### config.mk
export PLATFORM = sky130hd
export DESIGN_NAME = mni_ctrl
export DESIGN_NICKNAME = d
export VERILOG_FILES = /design/src/hw/rtl/mni_pkg.sv /design/src/hw/rtl/mni_ctrl.sv
export SDC_FILE = /design/constraint.sdc
export NUM_CORES = 1
export LEC_CHECK = 0
export BUFFER_PORTS_ARGS = -buffer_cell sky130_fd_sc_hd__clkbuf_2
export CELL_PAD_IN_SITES_DETAIL_PLACEMENT = 1
export CELL_PAD_IN_SITES_GLOBAL_PLACEMENT = 1
export CORE_UTILIZATION = 35
export DETAILED_ROUTE_END_ITERATION = 8
export GPL_TIMING_DRIVEN = 0
export PLACE_DENSITY = 0.75
export RECOVER_POWER = 50
export SLEW_MARGIN = 25
export SYNTH_ARGS = -nofsm -noshare
export SYNTH_HDL_FRONTEND = slang
export SYNTH_SLANG_ARGS = --single-unit
### constraint.sdc
create_clock -name clk_i -period 2.5 [get_ports clk_i]
set_input_delay 0.125 -clock clk_i [delete_from_list [all_inputs] [get_ports clk_i]]
set_output_delay 0.125 -clock clk_i [all_outputs]
set_load 0.01 [all_outputs]
### src/hw/rtl/mni_pkg.sv
// ----------------------------------------------------------------------------
// mni_pkg
// Shared types, constants and the sequencer program of the modal Newmark
// integrator.
// ----------------------------------------------------------------------------
package mni_pkg;

  localparam int unsigned MaxModesDef  = 16;
  localparam int unsigned FracBitsDef  = 16;
  localparam int unsigned ValW         = 32;
  localparam int unsigned ModeW        = 4;
  localparam int unsigned ErrW         = 2;
  localparam int unsigned StepTimeW    = 31;
  localparam logic [StepTimeW-1:0] StepTimeRst = 31'd655;
  localparam int unsigned UpcW         = 6;
  localparam logic [UpcW-1:0] UcodeSetup = 6'd0;
  localparam logic [UpcW-1:0] UcodeStep  = 6'd7;

  typedef enum logic [ErrW-1:0] {
    ERR_OK   = 2'd0,
    ERR_ZERO = 2'd1,
    ERR_SAT  = 2'd2
  } err_e;

  typedef enum logic [3:0] {
    OP_END, OP_MUL, OP_DIV, OP_ADD, OP_SUB, OP_SCL2, OP_SCL4, OP_CLMP, OP_CHKZ
  } alu_op_e;

  typedef enum logic [3:0] {
    R_M, R_K, R_C, R_U, R_V, R_A, R_P, R_PO, R_DT, R_T0, R_T1, R_T2, R_T3, R_T4
  } reg_sel_e;

  typedef struct packed {
    alu_op_e  op;
    reg_sel_e a;
    reg_sel_e b;
    reg_sel_e dst;
  } ucmd_t;

  typedef struct packed {
    logic  load_in;
    logic  clear_oor;
    logic  load_mem;
    logic  go;
    ucmd_t ucmd;
    logic  mem_we;
  } dp_cmd_t;

  typedef struct packed {
    logic unit_busy;
    logic zero;
  } dp_stat_t;

  function automatic ucmd_t uc(alu_op_e op, reg_sel_e a, reg_sel_e b, reg_sel_e dst);
    ucmd_t c;
    c.op  = op;
    c.a   = a;
    c.b   = b;
    c.dst = dst;
    return c;
  endfunction

  // Set-up program first, then the time step program.
  function automatic ucmd_t ucode(logic [UpcW-1:0] pc);
    ucmd_t c;
    case (pc)
      6'd0:  c = uc(OP_MUL,  R_C,  R_V,  R_T0);
      6'd1:  c = uc(OP_SUB,  R_P,  R_T0, R_T0);
      6'd2:  c = uc(OP_MUL,  R_K,  R_U,  R_T1);
      6'd3:  c = uc(OP_SUB,  R_T0, R_T1, R_T0);
      6'd4:  c = uc(OP_DIV,  R_T0, R_M,  R_A);
      6'd5:  c = uc(OP_CLMP, R_A,  R_A,  R_A);
      6'd6:  c = uc(OP_END,  R_M,  R_M,  R_M);
      6'd7:  c = uc(OP_MUL,  R_DT, R_DT, R_T0);
      6'd8:  c = uc(OP_MUL,  R_K,  R_T0, R_T1);
      6'd9:  c = uc(OP_MUL,  R_C,  R_DT, R_T2);
      6'd10: c = uc(OP_SCL2, R_T2, R_T2, R_T2);
      6'd11: c = uc(OP_ADD,  R_T1, R_T2, R_T1);
      6'd12: c = uc(OP_SCL4, R_M,  R_M,  R_T2);
      6'd13: c = uc(OP_ADD,  R_T1, R_T2, R_T1);
      6'd14: c = uc(OP_CHKZ, R_DT, R_T1, R_T1);
      6'd15: c = uc(OP_SUB,  R_P,  R_PO, R_T2);
      6'd16: c = uc(OP_MUL,  R_C,  R_V,  R_T3);
      6'd17: c = uc(OP_SCL2, R_T3, R_T3, R_T3);
      6'd18: c = uc(OP_MUL,  R_M,  R_A,  R_T4);
      6'd19: c = uc(OP_SCL2, R_T4, R_T4, R_T4);
      6'd20: c = uc(OP_ADD,  R_T3, R_T4, R_T3);
      6'd21: c = uc(OP_ADD,  R_T2, R_T3, R_T2);
      6'd22: c = uc(OP_MUL,  R_T0, R_T2, R_T2);
      6'd23: c = uc(OP_MUL,  R_M,  R_DT, R_T3);
      6'd24: c = uc(OP_MUL,  R_T3, R_V,  R_T3);
      6'd25: c = uc(OP_SCL4, R_T3, R_T3, R_T3);
      6'd26: c = uc(OP_ADD,  R_T2, R_T3, R_T2);
      6'd27: c = uc(OP_DIV,  R_T2, R_T1, R_T2);
      6'd28: c = uc(OP_DIV,  R_T2, R_DT, R_T3);
      6'd29: c = uc(OP_SCL2, R_T3, R_T3, R_T3);
      6'd30: c = uc(OP_SCL2, R_V,  R_V,  R_T4);
      6'd31: c = uc(OP_SUB,  R_T3, R_T4, R_T3);
      6'd32: c = uc(OP_DIV,  R_T3, R_DT, R_T4);
      6'd33: c = uc(OP_SCL2, R_T4, R_T4, R_T4);
      6'd34: c = uc(OP_SCL2, R_A,  R_A,  R_T0);
      6'd35: c = uc(OP_SUB,  R_T4, R_T0, R_T4);
      6'd36: c = uc(OP_ADD,  R_U,  R_T2, R_U);
      6'd37: c = uc(OP_CLMP, R_U,  R_U,  R_U);
      6'd38: c = uc(OP_ADD,  R_V,  R_T3, R_V);
      6'd39: c = uc(OP_CLMP, R_V,  R_V,  R_V);
      6'd40: c = uc(OP_ADD,  R_A,  R_T4, R_A);
      6'd41: c = uc(OP_CLMP, R_A,  R_A,  R_A);
      default: c = uc(OP_END, R_M, R_M, R_M);
    endcase
    return c;
  endfunction

endpackage

### src/hw/rtl/mni_ctrl.sv
// ----------------------------------------------------------------------------
// mni_ctrl
// Controller: accepts items and steps the datapath through its program.
// ----------------------------------------------------------------------------
module mni_ctrl #(
  parameter int unsigned MaxModes = mni_pkg::MaxModesDef
) (
  input  logic                      clk_i,
  input  logic                      rst_ni,
  input  logic                      start_i,
  input  logic                      op_i,
  input  logic [mni_pkg::ModeW-1:0] mode_i,
  input  mni_pkg::dp_stat_t         stat_i,
  output mni_pkg::dp_cmd_t          cmd_o,
  output logic                      busy_o,
  output logic                      done_o
);
  import mni_pkg::*;

  typedef enum logic [5:0] {
    S_IDLE  = 6'b000001,
    S_LOAD  = 6'b000010,
    S_ISSUE = 6'b000100,
    S_WAIT  = 6'b001000,
    S_WRITE = 6'b010000,
    S_DONE  = 6'b100000
  } ctrl_state_e;

  ctrl_state_e     state_q, state_d;
  logic [UpcW-1:0] pc_q, pc_d;
  logic            step_q, step_d;
  logic            oor;
  ucmd_t           cur;

  assign oor = (32'(mode_i) >= MaxModes);
  assign cur = ucode(pc_q);

  always_comb begin
    state_d = state_q;
    pc_d    = pc_q;
    step_d  = step_q;
    cmd_o   = '0;
    cmd_o.ucmd = cur;
    case (state_q)
      S_IDLE: begin
        if (start_i) begin
          cmd_o.load_in = 1'b1;
          step_d = op_i;
          if (oor) begin
            cmd_o.clear_oor = 1'b1;
            state_d = S_DONE;
          end else if (op_i) begin
            pc_d = UcodeStep;
            state_d = S_LOAD;
          end else begin
            pc_d = UcodeSetup;
            state_d = S_ISSUE;
          end
        end
      end
      S_LOAD: begin
        cmd_o.load_mem = 1'b1;
        state_d = S_ISSUE;
      end
      S_ISSUE: begin
        if (cur.op == OP_END) begin
          state_d = S_WRITE;
        end else begin
          cmd_o.go = 1'b1;
          state_d = S_WAIT;
        end
      end
      S_WAIT: begin
        if (!stat_i.unit_busy) begin
          if (stat_i.zero && step_q) begin
            state_d = S_DONE;
          end else begin
            pc_d = pc_q + 1'b1;
            state_d = S_ISSUE;
          end
        end
      end
      S_WRITE: begin
        cmd_o.mem_we = 1'b1;
        state_d = S_DONE;
      end
      S_DONE: begin
        state_d = S_IDLE;
      end
      default: begin
        state_d = S_IDLE;
      end
    endcase
  end

  always_ff @(posedge clk_i or negedge rst_ni) begin
    if (!rst_ni) begin
      state_q <= S_IDLE;
      pc_q    <= '0;
      step_q  <= 1'b0;
    end else begin
      state_q <= state_d;
      pc_q    <= pc_d;
      step_q  <= step_d;
    end
  end

  assign busy_o = (state_q != S_IDLE);
  assign done_o = (state_q == S_DONE);

endmodule

=== Yosys cells after proc, flatten, opt, wreduce, memory -nomap -nowiden ===
Memories as Yosys holds them, arrays and structs flattened.
Cells that the tools add are included.

* Register bits: 13
* Bits in read-only memories: 1024
* Output and inout port bits: 23
* Memories kept: 1

* Add/sub/neg operators: 1
* Equal/unequal tests: 10
* Muxes and demuxes: 17
* Reductions and logical operators: 6

{| class="wikitable"
|+ Memory list
! name !! depth !! width !! rd ports !! clocked after Yosys merged registers in !! write ports !! line !! text
|-
| (no name shown) || 64 || 16 || 1 || 0 || 0 || mni_pkg.sv:66 || <nowiki>case (pc)</nowiki>
|}

{| class="wikitable"
|+ Operator list
! operator !! count
|-
| 6-bit two-way mux || 6
|-
| 6-bit case mux with 5 select lines || 1
|-
| 6-bit case mux with 2 select lines || 1
|-
| 6-bit by 1-bit adder with 6-bit output (second input constant) || 1
|-
| 6-bit by 1-bit == test with 1-bit output (second input constant) || 1
|-
| 6-bit by 2-bit == test with 1-bit output (second input constant) || 1
|-
| 6-bit by 3-bit == test with 1-bit output (second input constant) || 1
|-
| 6-bit by 4-bit == test with 1-bit output (second input constant) || 1
|-
| 6-bit by 5-bit == test with 1-bit output (second input constant) || 1
|-
| 6-bit == test (second input constant) || 1
|-
| 3-bit two-way mux || 2
|-
| 2-bit inequality test (second input constant) || 3
|-
| 6-bit by 1-bit inequality test with 1-bit output (second input constant) || 1
|-
| 5-bit two-way mux || 1
|-
| 4-bit logical NOT || 1
|-
| 1-bit two-way mux || 4
|-
| 2-bit two-way mux || 2
|-
| 2-bit AND reduction || 2
|-
| 4-bit AND reduction || 1
|-
| 2-bit nonzero test || 1
|-
| 1-bit logical AND || 1
|}

=== Depth between registers and ports, before layout ===
Gate-level depths: netlist of run 1.

* Depth in word-level cells: 4
* Gate-level depth with buffers: 8
* Gate-level depth less buffers: 7

=== Worst setup path before layout of run 1 ===
OpenSTA, ideal clock, no wires.

* Path type: reg2out
* Start: register pc_q[1]
* End: output cmd_o[17] (netlist bit)
* Arrival time: 2242 ps
* Required time: 2375 ps
* Setup slack: 133 ps
* Cell stages (with the launch flop): 9
* Buffers on the path: 1
* Cell sequence: dfrtp_1 > clkbuf_1 > inv_1 > ha_1 > nand2b_1 > a2111oi_0 > a311o_1 > nor3_2 > nor2_1

{| class="wikitable"
|+ RTL lines
! what !! line !! text
|-
| start, declared || mni_ctrl.sv:30 || <nowiki>logic [UpcW-1:0] pc_q, pc_d;</nowiki>
|-
| start signal, assigned || mni_ctrl.sv:103 || <nowiki>pc_q <= pc_d;</nowiki>
|-
| end, declared || mni_ctrl.sv:14 || <nowiki>output mni_pkg::dp_cmd_t cmd_o,</nowiki>
|}

==> flow_summary_export.csv, run 1 <==
group,metric,value,unit
synthesis,synth_cell_types,59,
setup_path,cp_data_required_time,2.38,ns
synthesis,ys_seq_elements,13,
clocking,clk_latency,0.24,ns
sta,min_period,2.491,ns
synthesis,synth.avg_cell_area,7.487,um^2
power,swShare,0.5157,
worst_hold_path,hold_class,"primary input to flop",
drt,firstDrtPassIters,4,
synthesis,synth_nets,279,
clocking,cts_tree,"yes",
drt,drt_wl_total,6642,um
setup_path,cp_max_fo,10,
power,p_int,1.354,mW
setup_path,cp_slowest_cell,"or3_1",
power,p_switching,1.442,mW
setup_path,crit_arrival,2.37,ns
global_route,grt_max_degree,15,
drt,drtIter0Drc,118,
layout,layout_commonest_cell,"nand2_1",
setup_path,crit_type,"flop to output port",
flow_run,cap_violations,0,
die,fp.dieH,74.99,um
layout,diodes,0,
sta,tightest_slew,0.7695,ns
clocking,clockBufferDepth,2,
drt,routedWlPerCell,18.40,um
setup_path,endpoint_kind,"output port",
sta,max_slew_margin,0.4870,
sta,report.final.slew_viol_count,0,
die,core,5107,um^2
place,dp_cells,346,
drt,route.detailed.drc,0,
die,start_util,0.3650,
setup_path,critPathMaxStageDelay,0.41,ns
global_route,grt.total_usage,0.2520,
clocking,clkTransAtPathRegs,0.05,ns
sta,clock.fmax,401.4,MHz
power,clkPwrFrac,0.067,
layout,drive_gt1_frac,0.2405,
place,gp_congestion,0.8569,
global_route,grt_pass1_vias,2008,
drt,vias,2092,
global_route,overflow,0,
setup_path,path_cells,"buf_6 -> clkinvlp_4 -> ha_4 -> or3_1 -> a32oi_2 -> o311ai_2 -> nor3_2 -> nor2_1 -> clkbuf_2",
die,fp-row-count,26,
power,p_seq_frac,0.131,
power,p_leak,0.9771,nW
die,io_pins,33,
sta,setup_viol,0,
die,design.die.area,5623,um^2
layout,area_delta_synth_final,22.42,%
layout,nets,322,
place,place_hpwl,4909,um
synthesis,yosysSeqAreaShare,0.1752,
synthesis,synth_cells,249,
synthesis,async_reset_ff_frac,1.000,
sta,hold_viol_final,0,
layout,final_cell_mix,"nand2_1 (27), clkbuf_2 (24), nor2_1 (23), a21oi_1 (18), ha_1 (18)",
synthesis,synth_edf_count,0,
clocking,numCtsBuffers,3,
run_status,outcome,"finished, final reports clean",
drt,postRouteAntennaNets,0,
synthesis,yosys_warnings,0,
sta,timing.final.crit_share,0.9965,
power,comb_power_share,0.802,
sta,finClkSkew,0.001107,ns
clocking,cts_max_level,1,
clocking,cts-root-buf,"clkbuf_8",
layout,post-route-util,0.4468,
clocking,cts_sinks,13,
synthesis,netlist_area,1864,um^2
layout,fin_cells,361,
sta,rsz0062_at_grt,"true",
power,power_density,1225,nW/um^2
drt,routed_via_density,5.795,
global_route,antenna_found_initial,0,
place,port_buffers,27,
synthesis,yosys_most_used_dff,"dfrtp_1",
power,ir_drop,428.2,uV
die,dieWidth,74.99,um
global_route,grt_first_pass_wirelength,10580,um
setup_path,crit_path_start_kind,"flop",
[layout make-up]
class,count,area (um^2)
Fill cell,677,2825
Tap cell,70,87.58
Inverter,11,52.55
Multi-Input combinational cell,208,1446
Buffer,17,105.1
Sequential cell,13,330.3
Timing Repair Buffer,38,215.2
Clock buffer,4,45.04
[metrics by stage]
| step | TNS [ns] | setup slack (ns) | area [um^2] | hold WS [ns] | total power [mW] |
|---|---|---|---|---|---|
| 2_1_floorplan | 0 | 0.1330 | 1864 | -0.1706 | 1.712 |
| 3_3_place_gp | -3.204 | -0.6287 | 2087 | 0.04013 | 2.286 |
| 3_5_place_dp | -3.043 | -0.5977 | 2087 | 0.04075 | 2.313 |
| 4_1_cts | 0 | 0.001796 | 2255 | 0.08243 | 2.728 |
| 5_1_grt | -0.1352 | -0.08716 | 2282 | 0.07878 | 3.026 |
| 6_report | 0 | 0.008743 | 2282 | 0.09268 | 2.796 |
[power by group through the flow]
stage	Clock, mW	Sequential [mW]	Combinational (mW)
floorplan	0	0.353	1.36
global placement	0	0.388	1.90
detailed placement	0	0.393	1.92
CTS	0.191	0.362	2.17
global route	0.204	0.375	2.45
finish	0.187	0.365	2.24
[registers in the layout, indices dropped and copies added (netlist names)]
| signal | cells |
|---|---|
| step_q | 1 |
| state_q | 6 |
| pc_q | 6 |
[timing repair]
item / CTS / global route
hold buffers: 1 / 0
pin swaps: 5 / 2
endpoints found under the setup margin: 17 / 6
hold endpoints to repair: 12 / 0
buffers inserted: 8 / 2
resized for setup: 17 / 5
[cell families after synthesis]
logic type                 count (synthesis)  synth area share
adders and majority gates                 20            0.1342
and+or+nand+nor                          105            0.3020
DFF                                       13            0.1752
xor gates and xnor gates                   1          0.004699
AOI/OAI and AO/OA                         78            0.2859
muxes                                      3           0.02282
buffers and inverters                     28           0.07315
other                                      1          0.002011
[per-layer routing]
layer / vias to the layer above / GRT usage / part of all wire
met5: - / 0 / 0
li1: 994 / - / -
met1: 1039 / 0.3600 / 0.48
met3: 6 / 0.03748 / 0.040
met2: 53 / 0.4004 / 0.47
met4: 0 / 0.05660 / 0.011
[worst paths after layout]
check	slack [ns]	end	start	cells after the start
max reg2reg	0.27	state_q[3]	pc_q[0]	9
min	0.09	state_q[5]	stat_i[1]	2
min in group asynchronous	0.50	state_q[1]	rst_ni	2
max	0.009	cmd_o[17]	pc_q[0]	9
min reg2reg	0.53	step_q	step_q	1
max in group asynchronous	1.47	pc_q[2]	rst_ni	2
[cell usage after synthesis (all sizes together) (3+ instances only)]
library cell | instances | area, um^2
nor3b | 4 | 30.03
a21oi | 18 | 90.09
dfrtp | 12 | 300.3
buf | 12 | 75.07
ha | 20 | 250.2
a31oi | 8 | 50.05
and2 | 3 | 18.77
nand3 | 8 | 40.04
a211oi | 4 | 30.03
clkbuf | 5 | 20.01
a311oi | 4 | 35.03
nand2b | 12 | 75.07
nor2 | 23 | 86.33
nand2 | 28 | 105.1
inv | 11 | 41.29
and3 | 3 | 18.77
o21ai | 13 | 65.06
nor2b | 5 | 31.28
o211ai | 3 | 22.52
nand3b | 3 | 22.52
a21o | 4 | 30.03
nor3 | 4 | 25.02
[critical path, delay by kind of cell, from the launching register on]
kind / cells / cell delay, ns
AO/OA/AOI/OAI: 2 / 0.40
AND/OR/NAND/NOR: 3 / 0.65
buffers and inverters: 3 / 0.44
flip-flops: 1 / 0.38
adder cells (fa/ha/maj): 1 / 0.27
(Power assumes the default switching activity.)
==> run 2: changes to the inputs <==
--- a/config.mk
+++ b/config.mk
@@ -6,12 +6,12 @@
 export NUM_CORES = 1
 export LEC_CHECK = 0
 export BUFFER_PORTS_ARGS = -buffer_cell sky130_fd_sc_hd__clkbuf_2
-export CELL_PAD_IN_SITES_DETAIL_PLACEMENT = 1
-export CELL_PAD_IN_SITES_GLOBAL_PLACEMENT = 1
-export CORE_UTILIZATION = 35
+export CELL_PAD_IN_SITES_DETAIL_PLACEMENT = 0
+export CELL_PAD_IN_SITES_GLOBAL_PLACEMENT = 2
+export CORE_UTILIZATION = 32
 export DETAILED_ROUTE_END_ITERATION = 8
 export GPL_TIMING_DRIVEN = 0
-export PLACE_DENSITY = 0.75
+export PLACE_DENSITY = 0.82
 export RECOVER_POWER = 50
 export SLEW_MARGIN = 25
 export SYNTH_ARGS = -nofsm -noshare
==> constraint.sdc (replaced) <==
create_clock -name clk_i -period 2.4 [get_ports clk_i]
set_input_delay 0.12 -clock clk_i [delete_from_list [all_inputs] [get_ports clk_i]]
set_output_delay 0.12 -clock clk_i [all_outputs]
set_load 0.01 [all_outputs]
==> run 2 against run 1 <==
Clock power rose by 3%. Wire length fell by 4.9%. Global-route usage down 3.6 points. Sequential power fell by 2%. Final cell count up 3.3%. Utilization decreased by 1.4 points. Non-clock buffer count increased by 10. Clock skew grew 0.00065 ns. Count of clock-buffer cells in the layout stayed put. Largest power group unchanged. Highest routed layer unchanged.
==> flow_summary_export.csv, run 2 (same netlist as run 1, synthesis figures left out) <==
group,metric,value,unit
run_status,outcome,"finished, final reports clean",
die,start_util,0.3345,
power,ir_drop,423.5,uV
global_route,grt_max_degree,15,
place,place_hpwl,4475,um
setup_path,worst_r2r_path_depth,10,
sta,max_slew_margin,0.5110,
layout,register_area,330.3,um^2
layout,fillers,597,
power,p_leak,1.039,nW
drt,firstDrtPassIters,4,
power,power_density,1288,nW/um^2
layout,area_delta_synth_final,29.46,%
worst_hold_path,min_path_cells,2,
worst_hold_path,hold_end,"state_q[5]",
clocking,cts_tree,"yes",
sta,rsz0062_at_grt,"true",
worst_hold_path,hold_class,"primary input to flop",
setup_path,cp_top_family,"simple AND/OR/NAND/NOR gates",
place,port_buffers,27,
sta,hold_viol_final,0,
layout,reg_top3,"pc_q (6), state_q (6), step_q (1)",
setup_path,cp_slowest_cell,"dfrtp_2",
clocking,numCtsBuffers,3,
global_route,grt_pass1_vias,2088,
die,dieWidth,78.33,um
layout,layout_commonest_cell,"nand2_1",
clocking,cts_max_level,1,
setup_path,rrSetupSlack,0.21,ns
clocking,cts-root-buf,"clkbuf_8",
place,place_area,2090,um^2
layout,multi_input_area,1491,um^2
die,io_pins,33,
sta,report.final.slew_viol_count,0,
drt,drt_wl_total,6316,um
sta,min_period,2.367,ns
sta,clock.fmax,422.6,MHz
flow_run,cap_violations,0,
worst_hold_path,hold_start,"stat_i[1]",
drt,vias,2140,
layout,nets,332,
global_route,antenna_found_initial,0,
global_route,grt_first_pass_wirelength,10340,um
setup_path,critPathLaunch,"pc_q[0]",
die,fp-row-count,27,
setup_path,path_buf_inv,3,
drt,postRouteAntennaNets,0,
setup_path,cp_max_fo,4,
setup_path,crit_type,"flop to output port",
setup_path,r2r-end,"state_q[4]",
sta,setup_viol,0,
layout,final_cell_mix,"nand2_1 (28), clkbuf_2 (24), nor2_1 (23), buf_4 (21), a21oi_1 (18)",
drt,drtIter0Drc,251,
die,core,5574,um^2
drt,route.detailed.drc,0,
drt,routed_via_density,5.737,
sta,timing.setup.tns,0,ns
layout,diodes,0,
die,design.die.area,6135,um^2
setup_path,rr_startpoint,"pc_q[1]",
setup_path,crit_path_start_kind,"flop",
layout,fin_area,2414,um^2
setup_path,path_cells,"buf_8 -> clkinvlp_4 -> ha_4 -> or3_4 -> a32oi_2 -> o311ai_2 -> nor3_2 -> nor2_1 -> buf_2",
clocking,cts_sinks,13,
layout,drive_gt1_frac,0.2824,
clocking,clockBufferDepth,2,
setup_path,cp_data_required_time,2.28,ns
die,fp.dieH,78.33,um
clocking,clkTransAtPathRegs,0.05,ns
place,gp_congestion,0.9118,
global_route,overflow,0,
sta,tightest_slew,0.7335,ns
sta,finClkSkew,0.001761,ns
setup_path,endpoint_kind,"output port",
setup_path,critPathMaxStageDelay,0.38,ns
global_route,grt.total_usage,0.2157,
sta,timing.final.crit_share,0.9861,
drt,routedWlPerCell,16.93,um
setup_path,crit_arrival,2.25,ns
clocking,clk_latency,0.24,ns
run 2: layout make-up:
| cell class | count | share of cell area |
|---|---|---|
| tap | 72 | 0.03733 |
| timing repair buffer | 48 | 0.1218 |
| buffer | 17 | 0.04614 |
| multi-input combinational | 208 | 0.6179 |
| inverter | 11 | 0.02125 |
| sequential | 13 | 0.1369 |
| clock buffer | 4 | 0.01866 |
run 2: worst max path at each step:
stage,to,cells after the start
after detailed placement,cmd_o[17],9
after global routing,cmd_o[17],9
final,cmd_o[17],9
after global placement,cmd_o[17],9
after floorplan,cmd_o[17],8
after CTS,cmd_o[17],9
run 2: per-layer routing:
| metal | global-route usage | up-vias | part of all wire |
|---|---|---|---|
| li1 | - | 1021 | - |
| met1 | 0.3047 | 1040 | 0.47 |
| met2 | 0.3289 | 69 | 0.46 |
| met3 | 0.03372 | 10 | 0.055 |
| met4 | 0.07593 | 0 | 0.016 |
| met5 | 0 | - | 0 |
run 2: timing repair:
action,CTS,global route
resized for setup,18,15
buffers inserted,14,6
setup endpoints to repair,17,8
pin swaps,5,10
endpoints found under the hold margin,12,0
hold buffers,1,0
run 2: worst register-to-register path: cells and delay by family (launching register included):
family	cells	cell delay, ns
AO/OA/AOI/OAI	2	0.47
adder cells (fa/ha/maj)	1	0.20
buffers and inverters	5	0.68
flip-flops	1	0.38
AND/OR/NAND/NOR	2	0.38
run 2: report_power, final:
part           switching [mW]  internal, mW  leakage [nW]  total (mW)
Combinational            1.39          1.17         0.851        2.56
Clock                  0.0748         0.117        0.0228       0.192
Sequential             0.0701         0.287         0.165       0.357
Total                    1.54          1.57          1.04        3.11
run 2: through the flow:
stage | power, mW | instances | hold WS [ns] | util | setup slack, ns
6_report | 3.108 | 373 | 0.08087 | 0.4330 | 0.03343
5_1_grt | 3.352 | 373 | 0.07626 | 0.4330 | -0.05944
4_1_cts | 2.908 | 367 | 0.06961 | 0.4150 | -0.02086
3_5_place_dp | 2.375 | 348 | 0.03980 | 0.3749 | -0.7686
3_3_place_gp | 2.417 | 348 | 0.03353 | 0.3749 | -0.8465
2_1_floorplan | 1.783 | 249 | -0.1756 | - | 0.03802
